==> config.mk <==
export PLATFORM = sky130hd
export DESIGN_NAME = ordered_key_list_flat
export DESIGN_NICKNAME = d
export VERILOG_FILES = /design/src/sv/okl_pkg.sv /design/src/sv/okl_intf.sv /design/src/sv/ordered_key_list.sv /design/src/sv/okl_ram.sv /design/src/sv/okl_out_stage.sv /design/src/flat_wrapper.sv
export VERILOG_INCLUDE_DIRS = /design/src /design/src/sv
export SDC_FILE = /design/constraint.sdc
export NUM_CORES = 1
export LEC_CHECK = 0
export BUFFER_PORTS_ARGS = -buffer_cell sky130_fd_sc_hd__buf_2
export CAP_MARGIN = 20
export CORE_MARGIN = 2
export CORE_UTILIZATION = 55
export DETAILED_ROUTE_END_ITERATION = 10
export GPL_ROUTABILITY_DRIVEN = 0
export PLACE_DENSITY = 0.78
export SLEW_MARGIN = 5
export SYNTH_ARGS = -nofsm -noshare
export SYNTH_HDL_FRONTEND = slang
export SYNTH_SLANG_ARGS = --single-unit
==> constraint.sdc <==
create_clock -name i_clk -period 5.47 [get_ports i_clk]
set_input_delay 0.2735 -clock i_clk [delete_from_list [all_inputs] [get_ports i_clk]]
set_output_delay 0.2735 -clock i_clk [all_outputs]
set_load 0.02 [all_outputs]
==> src/sv/ordered_key_list_assert.svh <==
// ----------------------------------------------------------------------------
// Ordered key list assertion macros
// Immediate-implication and next-cycle-implication property wrappers.
// ----------------------------------------------------------------------------
`ifndef ORDERED_KEY_LIST_ASSERT_SVH
`define ORDERED_KEY_LIST_ASSERT_SVH

`ifndef SYNTHESIS

`define OKL_ASSERT_IMP(label, clk, rst_n, pre, post) \
    label: assert property (@(posedge clk) disable iff (!rst_n) (pre) |-> (post)) \
        else $error("ordered_key_list assertion failed");

`define OKL_ASSERT_NXT(label, clk, rst_n, pre, post) \
    label: assert property (@(posedge clk) disable iff (!rst_n) (pre) |=> (post)) \
        else $error("ordered_key_list assertion failed");

`else

`define OKL_ASSERT_IMP(label, clk, rst_n, pre, post)

`define OKL_ASSERT_NXT(label, clk, rst_n, pre, post)

`endif

`endif

==> src/sv/okl_pkg.sv <==
// ----------------------------------------------------------------------------
// Ordered key list package
// Operation and status codes, result type and controller states.
// ----------------------------------------------------------------------------
package okl_pkg;

    localparam int KEY_W = 32;
    localparam int OP_W  = 2;
    localparam int ST_W  = 2;

    localparam logic [OP_W-1:0] OP_INSERT = 2'd0;
    localparam logic [OP_W-1:0] OP_REMOVE = 2'd1;
    localparam logic [OP_W-1:0] OP_DUMP   = 2'd2;

    localparam logic [ST_W-1:0] ST_DONE      = 2'd0;
    localparam logic [ST_W-1:0] ST_NOT_FOUND = 2'd1;
    localparam logic [ST_W-1:0] ST_EMPTY     = 2'd2;
    localparam logic [ST_W-1:0] ST_FULL      = 2'd3;

    typedef struct packed {
        logic [ST_W-1:0]         status;
        logic signed [KEY_W-1:0] value;
        logic                    last;
    } t_result;

    typedef enum logic [2:0] {
        S_IDLE,
        S_SEARCH,
        S_SHIFT,
        S_DUMP,
        S_RESP
    } t_state;

endpackage

==> src/sv/okl_intf.sv <==
// ----------------------------------------------------------------------------
// Ordered key list channel interfaces
// Request channel (op, key) and result channel (status, value, last).
// ----------------------------------------------------------------------------
interface okl_in_if import okl_pkg::*; ();
    logic                    valid;
    logic                    ready;
    logic [OP_W-1:0]         op;
    logic signed [KEY_W-1:0] key;

    modport source (output valid, output op, output key, input ready);
    modport sink   (input valid, input op, input key, output ready);
endinterface

interface okl_out_if import okl_pkg::*; ();
    logic                    valid;
    logic                    ready;
    logic [ST_W-1:0]         status;
    logic signed [KEY_W-1:0] entry_value;
    logic                    last;

    modport source (output valid, output status, output entry_value, output last,
                    input ready);
    modport sink   (input valid, input status, input entry_value, input last,
                    output ready);
endinterface

==> src/sv/ordered_key_list.sv <==
// ----------------------------------------------------------------------------
// Ordered key list
// Newest-first list of signed keys with insert, remove and dump.
// ----------------------------------------------------------------------------
// Keys live in one synchronous RAM stored back to front, so an insert is a
// single write at the fill count and the list front is the highest used
// address. One request is worked on at a time; a new request is taken as
// soon as the previous one has handed its last result to the output
// register, even while that result still waits. A remove searches one entry
// per cycle from the front and then moves each entry in front of the match
// down by one, one per cycle. A dump streams one entry per cycle from the
// registered RAM read data while the result register is free. A stalled
// result register holds the request in progress. No clearing pass is needed
// after reset.
// ----------------------------------------------------------------------------
`include "ordered_key_list_assert.svh"

module ordered_key_list import okl_pkg::*; #(
    parameter int CAPACITY = 16
) (
    input  logic      i_clk,
    input  logic      i_rst_n,
    okl_in_if.sink    i_in,
    okl_out_if.source o_out
);

    localparam int ADDR_W = (CAPACITY > 1) ? $clog2(CAPACITY) : 1;
    localparam int CNT_W  = $clog2(CAPACITY + 1);

    t_state                  r_state;
    t_state                  n_state;
    logic [CNT_W-1:0]        r_count;
    logic [CNT_W-1:0]        n_count;
    logic [ADDR_W-1:0]       r_addr;
    logic [ADDR_W-1:0]       n_addr;
    logic signed [KEY_W-1:0] r_key;
    logic signed [KEY_W-1:0] n_key;
    t_result                 r_res;
    t_result                 n_res;
    logic                    r_pend;
    logic                    n_pend;
    logic                    r_pend_last;
    logic                    n_pend_last;
    logic                    r_left;
    logic                    n_left;

    logic                    in_acc;
    logic                    full;
    logic                    empty;
    logic [ADDR_W-1:0]       cnt_m1;
    logic                    hit;
    logic                    at_front;
    logic                    free;
    logic                    move;
    logic                    issue;

    logic                    rd_en;
    logic [ADDR_W-1:0]       rd_addr;
    logic signed [KEY_W-1:0] rd_data;
    logic                    wr_en;
    logic [ADDR_W-1:0]       wr_addr;
    logic signed [KEY_W-1:0] wr_data;
    logic                    load;
    t_result                 res;

    assign i_in.ready = (r_state == S_IDLE);
    assign in_acc     = i_in.valid && i_in.ready;
    assign full       = (r_count == CNT_W'(CAPACITY));
    assign empty      = (r_count == '0);
    assign cnt_m1     = ADDR_W'(r_count - 1'b1);
    assign hit        = (rd_data == r_key);
    assign at_front   = (r_addr == cnt_m1);
    assign move       = r_pend && free;
    assign issue      = r_left && (!r_pend || move);

    okl_ram #(
        .DEPTH  (CAPACITY),
        .ADDR_W (ADDR_W)
    ) u_ram (
        .i_clk     (i_clk),
        .i_wr_en   (wr_en),
        .i_wr_addr (wr_addr),
        .i_wr_data (wr_data),
        .i_rd_en   (rd_en),
        .i_rd_addr (rd_addr),
        .o_rd_data (rd_data)
    );

    okl_out_stage u_out (
        .i_clk   (i_clk),
        .i_rst_n (i_rst_n),
        .i_load  (load),
        .i_res   (res),
        .o_free  (free),
        .o_out   (o_out)
    );

    always_comb begin
        n_state = r_state;
        case (r_state)
            S_IDLE: begin
                if (in_acc) begin
                    case (i_in.op)
                        OP_INSERT: n_state = S_RESP;
                        OP_REMOVE: n_state = empty ? S_RESP : S_SEARCH;
                        OP_DUMP:   n_state = empty ? S_RESP : S_DUMP;
                        default:   n_state = S_IDLE;
                    endcase
                end
            end
            S_SEARCH: begin
                if (hit) begin
                    n_state = at_front ? S_RESP : S_SHIFT;
                end else if (r_addr == '0) begin
                    n_state = S_RESP;
                end
            end
            S_SHIFT: begin
                if (at_front) begin
                    n_state = S_RESP;
                end
            end
            S_DUMP: begin
                if (move && r_pend_last) begin
                    n_state = S_IDLE;
                end
            end
            S_RESP: begin
                if (free) begin
                    n_state = S_IDLE;
                end
            end
            default: n_state = S_IDLE;
        endcase
    end

    always_comb begin
        n_count     = r_count;
        n_addr      = r_addr;
        n_key       = r_key;
        n_res       = r_res;
        n_pend      = r_pend;
        n_pend_last = r_pend_last;
        n_left      = r_left;
        rd_en       = 1'b0;
        rd_addr     = r_addr;
        wr_en       = 1'b0;
        wr_addr     = r_addr;
        wr_data     = rd_data;
        load        = 1'b0;
        res         = r_res;
        case (r_state)
            S_IDLE: begin
                if (in_acc) begin
                    n_key = i_in.key;
                    case (i_in.op)
                        OP_INSERT: begin
                            if (full) begin
                                n_res = '{status: ST_FULL, value: i_in.key, last: 1'b1};
                            end else begin
                                wr_en   = 1'b1;
                                wr_addr = r_count[ADDR_W-1:0];
                                wr_data = i_in.key;
                                n_count = r_count + 1'b1;
                                n_res   = '{status: ST_DONE, value: i_in.key, last: 1'b1};
                            end
                        end
                        OP_REMOVE: begin
                            if (empty) begin
                                n_res = '{status: ST_EMPTY, value: i_in.key, last: 1'b1};
                            end else begin
                                rd_en   = 1'b1;
                                rd_addr = cnt_m1;
                                n_addr  = cnt_m1;
                            end
                        end
                        OP_DUMP: begin
                            if (empty) begin
                                n_res = '{status: ST_EMPTY, value: '0, last: 1'b1};
                            end else begin
                                rd_en       = 1'b1;
                                rd_addr     = cnt_m1;
                                n_pend      = 1'b1;
                                n_pend_last = (cnt_m1 == '0);
                                n_left      = (cnt_m1 != '0);
                                n_addr      = cnt_m1 - 1'b1;
                            end
                        end
                        default: begin
                            n_key = r_key;
                        end
                    endcase
                end
            end
            S_SEARCH: begin
                if (hit) begin
                    n_res = '{status: ST_DONE, value: r_key, last: 1'b1};
                    if (at_front) begin
                        n_count = r_count - 1'b1;
                    end else begin
                        rd_en   = 1'b1;
                        rd_addr = r_addr + 1'b1;
                        n_addr  = r_addr + 1'b1;
                    end
                end else if (r_addr == '0) begin
                    n_res = '{status: ST_NOT_FOUND, value: r_key, last: 1'b1};
                end else begin
                    rd_en   = 1'b1;
                    rd_addr = r_addr - 1'b1;
                    n_addr  = r_addr - 1'b1;
                end
            end
            S_SHIFT: begin
                wr_en   = 1'b1;
                wr_addr = r_addr - 1'b1;
                wr_data = rd_data;
                if (at_front) begin
                    n_count = r_count - 1'b1;
                end else begin
                    rd_en   = 1'b1;
                    rd_addr = r_addr + 1'b1;
                    n_addr  = r_addr + 1'b1;
                end
            end
            S_DUMP: begin
                if (move) begin
                    load = 1'b1;
                    res  = '{status: ST_DONE, value: rd_data, last: r_pend_last};
                end
                if (issue) begin
                    rd_en       = 1'b1;
                    rd_addr     = r_addr;
                    n_pend_last = (r_addr == '0);
                    n_left      = (r_addr != '0);
                    n_addr      = r_addr - 1'b1;
                end
                n_pend = issue || (r_pend && !move);
            end
            S_RESP: begin
                if (free) begin
                    load = 1'b1;
                    res  = r_res;
                end
            end
            default: begin
                load = 1'b0;
            end
        endcase
    end

    always_ff @(posedge i_clk) begin
        if (!i_rst_n) begin
            r_state     <= S_IDLE;
            r_count     <= '0;
            r_pend      <= 1'b0;
            r_pend_last <= 1'b0;
            r_left      <= 1'b0;
        end else begin
            r_state     <= n_state;
            r_count     <= n_count;
            r_pend      <= n_pend;
            r_pend_last <= n_pend_last;
            r_left      <= n_left;
        end
    end

    always_ff @(posedge i_clk) begin
        r_addr <= n_addr;
        r_key  <= n_key;
        r_res  <= n_res;
    end

    `OKL_ASSERT_NXT(a_insert_grows, i_clk, i_rst_n, in_acc && (i_in.op == OP_INSERT) && !full, r_count == $past(r_count) + 1'b1)
    `OKL_ASSERT_IMP(a_load_free, i_clk, i_rst_n, load, free)
    `OKL_ASSERT_IMP(a_search_range, i_clk, i_rst_n, (r_state == S_SEARCH) || (r_state == S_SHIFT), CNT_W'(r_addr) < r_count)
    `OKL_ASSERT_IMP(a_count_range, i_clk, i_rst_n, wr_en, !(full && (r_state == S_IDLE)))

endmodule

==> src/sv/okl_ram.sv <==
// ----------------------------------------------------------------------------
// Ordered key list storage
// Synchronous memory, one write and one read port, registered read data.
// ----------------------------------------------------------------------------
module okl_ram import okl_pkg::*; #(
    parameter int DEPTH  = 16,
    parameter int ADDR_W = 4
) (
    input  logic                    i_clk,
    input  logic                    i_wr_en,
    input  logic [ADDR_W-1:0]       i_wr_addr,
    input  logic signed [KEY_W-1:0] i_wr_data,
    input  logic                    i_rd_en,
    input  logic [ADDR_W-1:0]       i_rd_addr,
    output logic signed [KEY_W-1:0] o_rd_data
);

    logic signed [KEY_W-1:0] r_mem [DEPTH];
    logic signed [KEY_W-1:0] r_rd_data;

    always_ff @(posedge i_clk) begin
        if (i_wr_en) begin
            r_mem[i_wr_addr] <= i_wr_data;
        end
    end

    always_ff @(posedge i_clk) begin
        if (i_rd_en) begin
            r_rd_data <= r_mem[i_rd_addr];
        end
    end

    assign o_rd_data = r_rd_data;

endmodule

==> src/sv/okl_out_stage.sv <==
// ----------------------------------------------------------------------------
// Ordered key list result register
// Holds one result transaction until the sink takes it.
// ----------------------------------------------------------------------------
module okl_out_stage import okl_pkg::*; (
    input  logic      i_clk,
    input  logic      i_rst_n,
    input  logic      i_load,
    input  t_result   i_res,
    output logic      o_free,
    okl_out_if.source o_out
);

    logic    r_valid;
    logic    n_valid;
    t_result r_res;

    assign o_free = !r_valid || o_out.ready;

    always_comb begin
        n_valid = r_valid;
        if (i_load) begin
            n_valid = 1'b1;
        end else if (o_out.ready) begin
            n_valid = 1'b0;
        end
    end

    always_ff @(posedge i_clk) begin
        if (!i_rst_n) begin
            r_valid <= 1'b0;
        end else begin
            r_valid <= n_valid;
        end
    end

    always_ff @(posedge i_clk) begin
        if (i_load) begin
            r_res <= i_res;
        end
    end

    assign o_out.valid       = r_valid;
    assign o_out.status      = r_res.status;
    assign o_out.entry_value = r_res.value;
    assign o_out.last        = r_res.last;

endmodule

==> src/flat_wrapper.sv <==
// flat-port wrapper written by rule: the top's interface ports become plain ports
module ordered_key_list_flat import okl_pkg::*;
#(
    parameter int CAPACITY = 16
)
  (i_clk, i_rst_n, i_in_valid, i_in_op, i_in_key, i_in_ready, o_out_valid, o_out_status, o_out_entry_value, o_out_last, o_out_ready);
  okl_in_if i_in_i ();
  okl_out_if o_out_i ();
  input  logic i_clk;
  input  logic i_rst_n;
  input wire logic [$bits(i_in_i.valid)-1:0] i_in_valid;
  input wire logic [$bits(i_in_i.op)-1:0] i_in_op;
  input wire logic [$bits(i_in_i.key)-1:0] i_in_key;
  output wire logic [$bits(i_in_i.ready)-1:0] i_in_ready;
  output wire logic [$bits(o_out_i.valid)-1:0] o_out_valid;
  output wire logic [$bits(o_out_i.status)-1:0] o_out_status;
  output wire logic [$bits(o_out_i.entry_value)-1:0] o_out_entry_value;
  output wire logic [$bits(o_out_i.last)-1:0] o_out_last;
  input wire logic [$bits(o_out_i.ready)-1:0] o_out_ready;
  assign i_in_i.valid = i_in_valid;
  assign i_in_i.op = i_in_op;
  assign i_in_i.key = i_in_key;
  assign i_in_ready = i_in_i.ready;
  assign o_out_valid = o_out_i.valid;
  assign o_out_status = o_out_i.status;
  assign o_out_entry_value = o_out_i.entry_value;
  assign o_out_last = o_out_i.last;
  assign o_out_i.ready = o_out_ready;
  ordered_key_list #(.CAPACITY(CAPACITY)) u_core (.i_clk(i_clk), .i_rst_n(i_rst_n), .i_in(i_in_i), .o_out(o_out_i));
endmodule
==> results.cfg <==
[drt]
avgViaCountPerCell = 6.35
drc = 0
routed_wl_mm = 63.1
wl_per_cell_um = 26.0
drtAntennaViolNets = 0
drtPass1Iterations = 6
vias = 15400
drt_iter0_markers = 2195

[die]
rows = 80
die_w_um = 225
die-height_um = 225
dieArea_um2 = 50600
ios = 75
initial_core_util_pct = 56.0
fp.coreArea_um2 = 47900

[clock_tree]
cts_hold_buf = 33
post_cts_buffers = 0
htree_levels = 2
cts_resized = 0
cts_sinks = 661
clock_latency_ps = 600
path_clk_slew_ps = 70
cts_buffers = 59
ctsRootBufferMaster = clkbuf_16
cts_tree = built
cts_buffer_depth = 3

[power_and_ir_drop]
peakVddDrop_uv = 338
leakage_nw = 10.7
power_density_nw_per_um2 = 543

[sta]
rsz0062_at_grt = no
period_needed_ps = 4850
worst_pin_slew_ps = 831
finalWorstSetupSlack_ps = 621
fmaxAchievable_ghz = 0.206
slew_viol_final = 0
hold_viol_final = 0
skew_ps = 21.2
setup_tns_ps = 0
fin_crit_sh_pct = 88.6
setup_viol = 0
slew_headroom_pct = 44.5

[critical_path]
crit-reg2reg-launch = u_core.r_count[0]
worstReg2RegEnd = u_core.u_ram.o_rd_data[17]
rrSetupSlack_ps = 620
reg2regPathDepth = 12
cp_slowest_cell = dfxtp_1
cpPeakStageDelay_ps = 640
cp-start-kind = flip-flop
startpoint = u_core.r_count[0]
cp-end-kind = flip-flop
worstPathMaxFanout = 13
worstPathArrival_ps = 5170
crit_required_ps = 5800
path_cells = inv_1 > ha_1 > xnor2_2 > xnor2_1 > or4_4 > or3_1 > nand4_1 > or3b_1 > nand3_2 > buf_4 > o22ai_1 > or4_1
path_class = reg2reg

[global_routing]
grt_use_total_pct = 24.9
grt_pass1_wl_mm = 93.1
antenna_found_initial = 1
grt_max_degree = 71
overflow = 0
grt_pass1_vias = 15000

[yosys]
ys_types = 59
synth_edf_count = 649
yosysSeqAreaShare_pct = 73.5
ys_warn_count = 0
synth_commonest_cells = edfxtp_1, mux2i_1, o22ai_1, nand2_1, mux2_2
synth.area.top_cells = edfxtp_1, mux2i_1, o22ai_1
syn_nets = 1684
synth_most_common_cell = edfxtp_1
async_reset_ff_share_pct = 0
syn_inst = 1635
syn_area_um2 = 26800
yosysTopAreaCell = edfxtp_1
syn_avg_cell_area_um2 = 16.4
ys_seq_elements = 661
yosys_most_used_dff = edfxtp_1
synth.top_cell.area_share_pct = 72.6

[place]
dp.cells = 2281
place_hpwl_mm = 35.9
portBuffers = 74
dp_worst_setup_slack_ps = 733

[layout]
area_delta_synth_final_pct = 13.4
nets = 1811
antennaDiodeCount = 0
layout-drive-gt1-share_pct = 16.4
nFillCells = 3187
final_core_util_pct = 63.5
fin_cells = 2424

[worst_hold_path]
hold_class = in2reg
min_to = u_core.u_out.o_out.valid
min_from = o_out_ready
hold_depth = 3

[status]
status = finished clean

[job]
cap_viol_max_count = 0
## state kept, by name, indices dropped and copies added, names as in the netlist
register	count
u_core.u_ram.r_mem	512
u_core.r_res	34
u_core.r_key	32
u_core.u_out.o_out.entry_value	32
u_core.u_ram.o_rd_data	32
u_core.r_count	5
u_core.r_addr	4
u_core.r_state	3
u_core.u_out.o_out.status	2
u_core.r_left	1
u_core.r_pend	1
u_core.r_pend_last	1
u_core.u_out.o_out.last	1
u_core.u_out.o_out.valid	1
## per-layer routing
layer | global-route usage (%) | wire length (um)
met4 | 9.83 | 2280
met2 | 41.0 | 30600
met1 | 33.0 | 24400
met3 | 4.90 | 5910
met5 | 0 | 0
## placed cells by master (no fill, tap or decap), types with 34 or more instances in the layout
cell	netlist	layout
buf_2	37	74
buf_4	11	36
clkbuf_16	0	60
edfxtp_1	649	649
mux2_2	65	65
mux2i_1	257	257
nand2_1	89	89
o21ai_0	49	49
o22ai_1	132	132
or4_1	34	34
xor2_1	34	34
## worst max-delay path: cells and delay by family (launching register included)
family                   cells  cell delay, ps
adder cells (fa/ha/maj)      1             310
AND/OR/NAND/NOR              6            2520
AO/OA/AOI/OAI                1             120
XOR/XNOR                     2             420
flip-flops                   1             640
buffers and inverters        2             540
## kinds of logic after synthesis
group	synth area share [%]
buf+inv	1.78
flops	73.5
mux	12.3
simple gates	4.55
compound gates	5.69
xor+xnor	1.66
fa+ha+maj	0.513
## stage by stage
stage / area [um^2] / hold WS (ps) / power (mW)
6_report: 30500 / 165 / 16.5
5_1_grt: 30500 / 175 / 17.1
4_1_cts: 30400 / 143 / 16.5
3_5_place_dp: 28300 / 483 / 12.6
3_3_place_gp: 28300 / 482 / 12.4
2_1_floorplan: 26800 / 372 / 10.8
## worst max-delay path by stage
stage | cells after the start | slack (ps) | to
2_1_floorplan | 6 | 790 | u_core.r_res[10]
3_3_place_gp | 12 | 870 | u_core.u_ram.o_rd_data[8]
3_5_place_dp | 12 | 730 | u_core.u_ram.o_rd_data[17]
4_1_cts | 12 | 690 | u_core.u_ram.o_rd_data[17]
5_1_grt | 12 | 400 | u_core.u_ram.o_rd_data[9]
6_report | 12 | 620 | u_core.u_ram.o_rd_data[17]
## area by class of cell
class | count | area, um^2 | share of cell area, %
sequential | 661 | 19700 | 64.8
multi-input combinational | 870 | 6830 | 22.4
clock buffer | 77 | 1570 | 5.14
timing repair buffer | 157 | 1250 | 4.11
tap | 615 | 769 | 2.53
clock inverter | 31 | 254 | 0.834
inverter | 13 | 48.8 | 0.160
## power by group
group	switching, mW	leakage (nW)	total [mW]	internal, mW
Clock	1.73	0.869	3.92	2.19
Combinational	3.34	3.81	5.29	1.95
Sequential	0.380	6.00	7.30	6.93
Total	5.45	10.7	16.5	11.1
No activity file was read; power rests on OpenSTA's default activity.
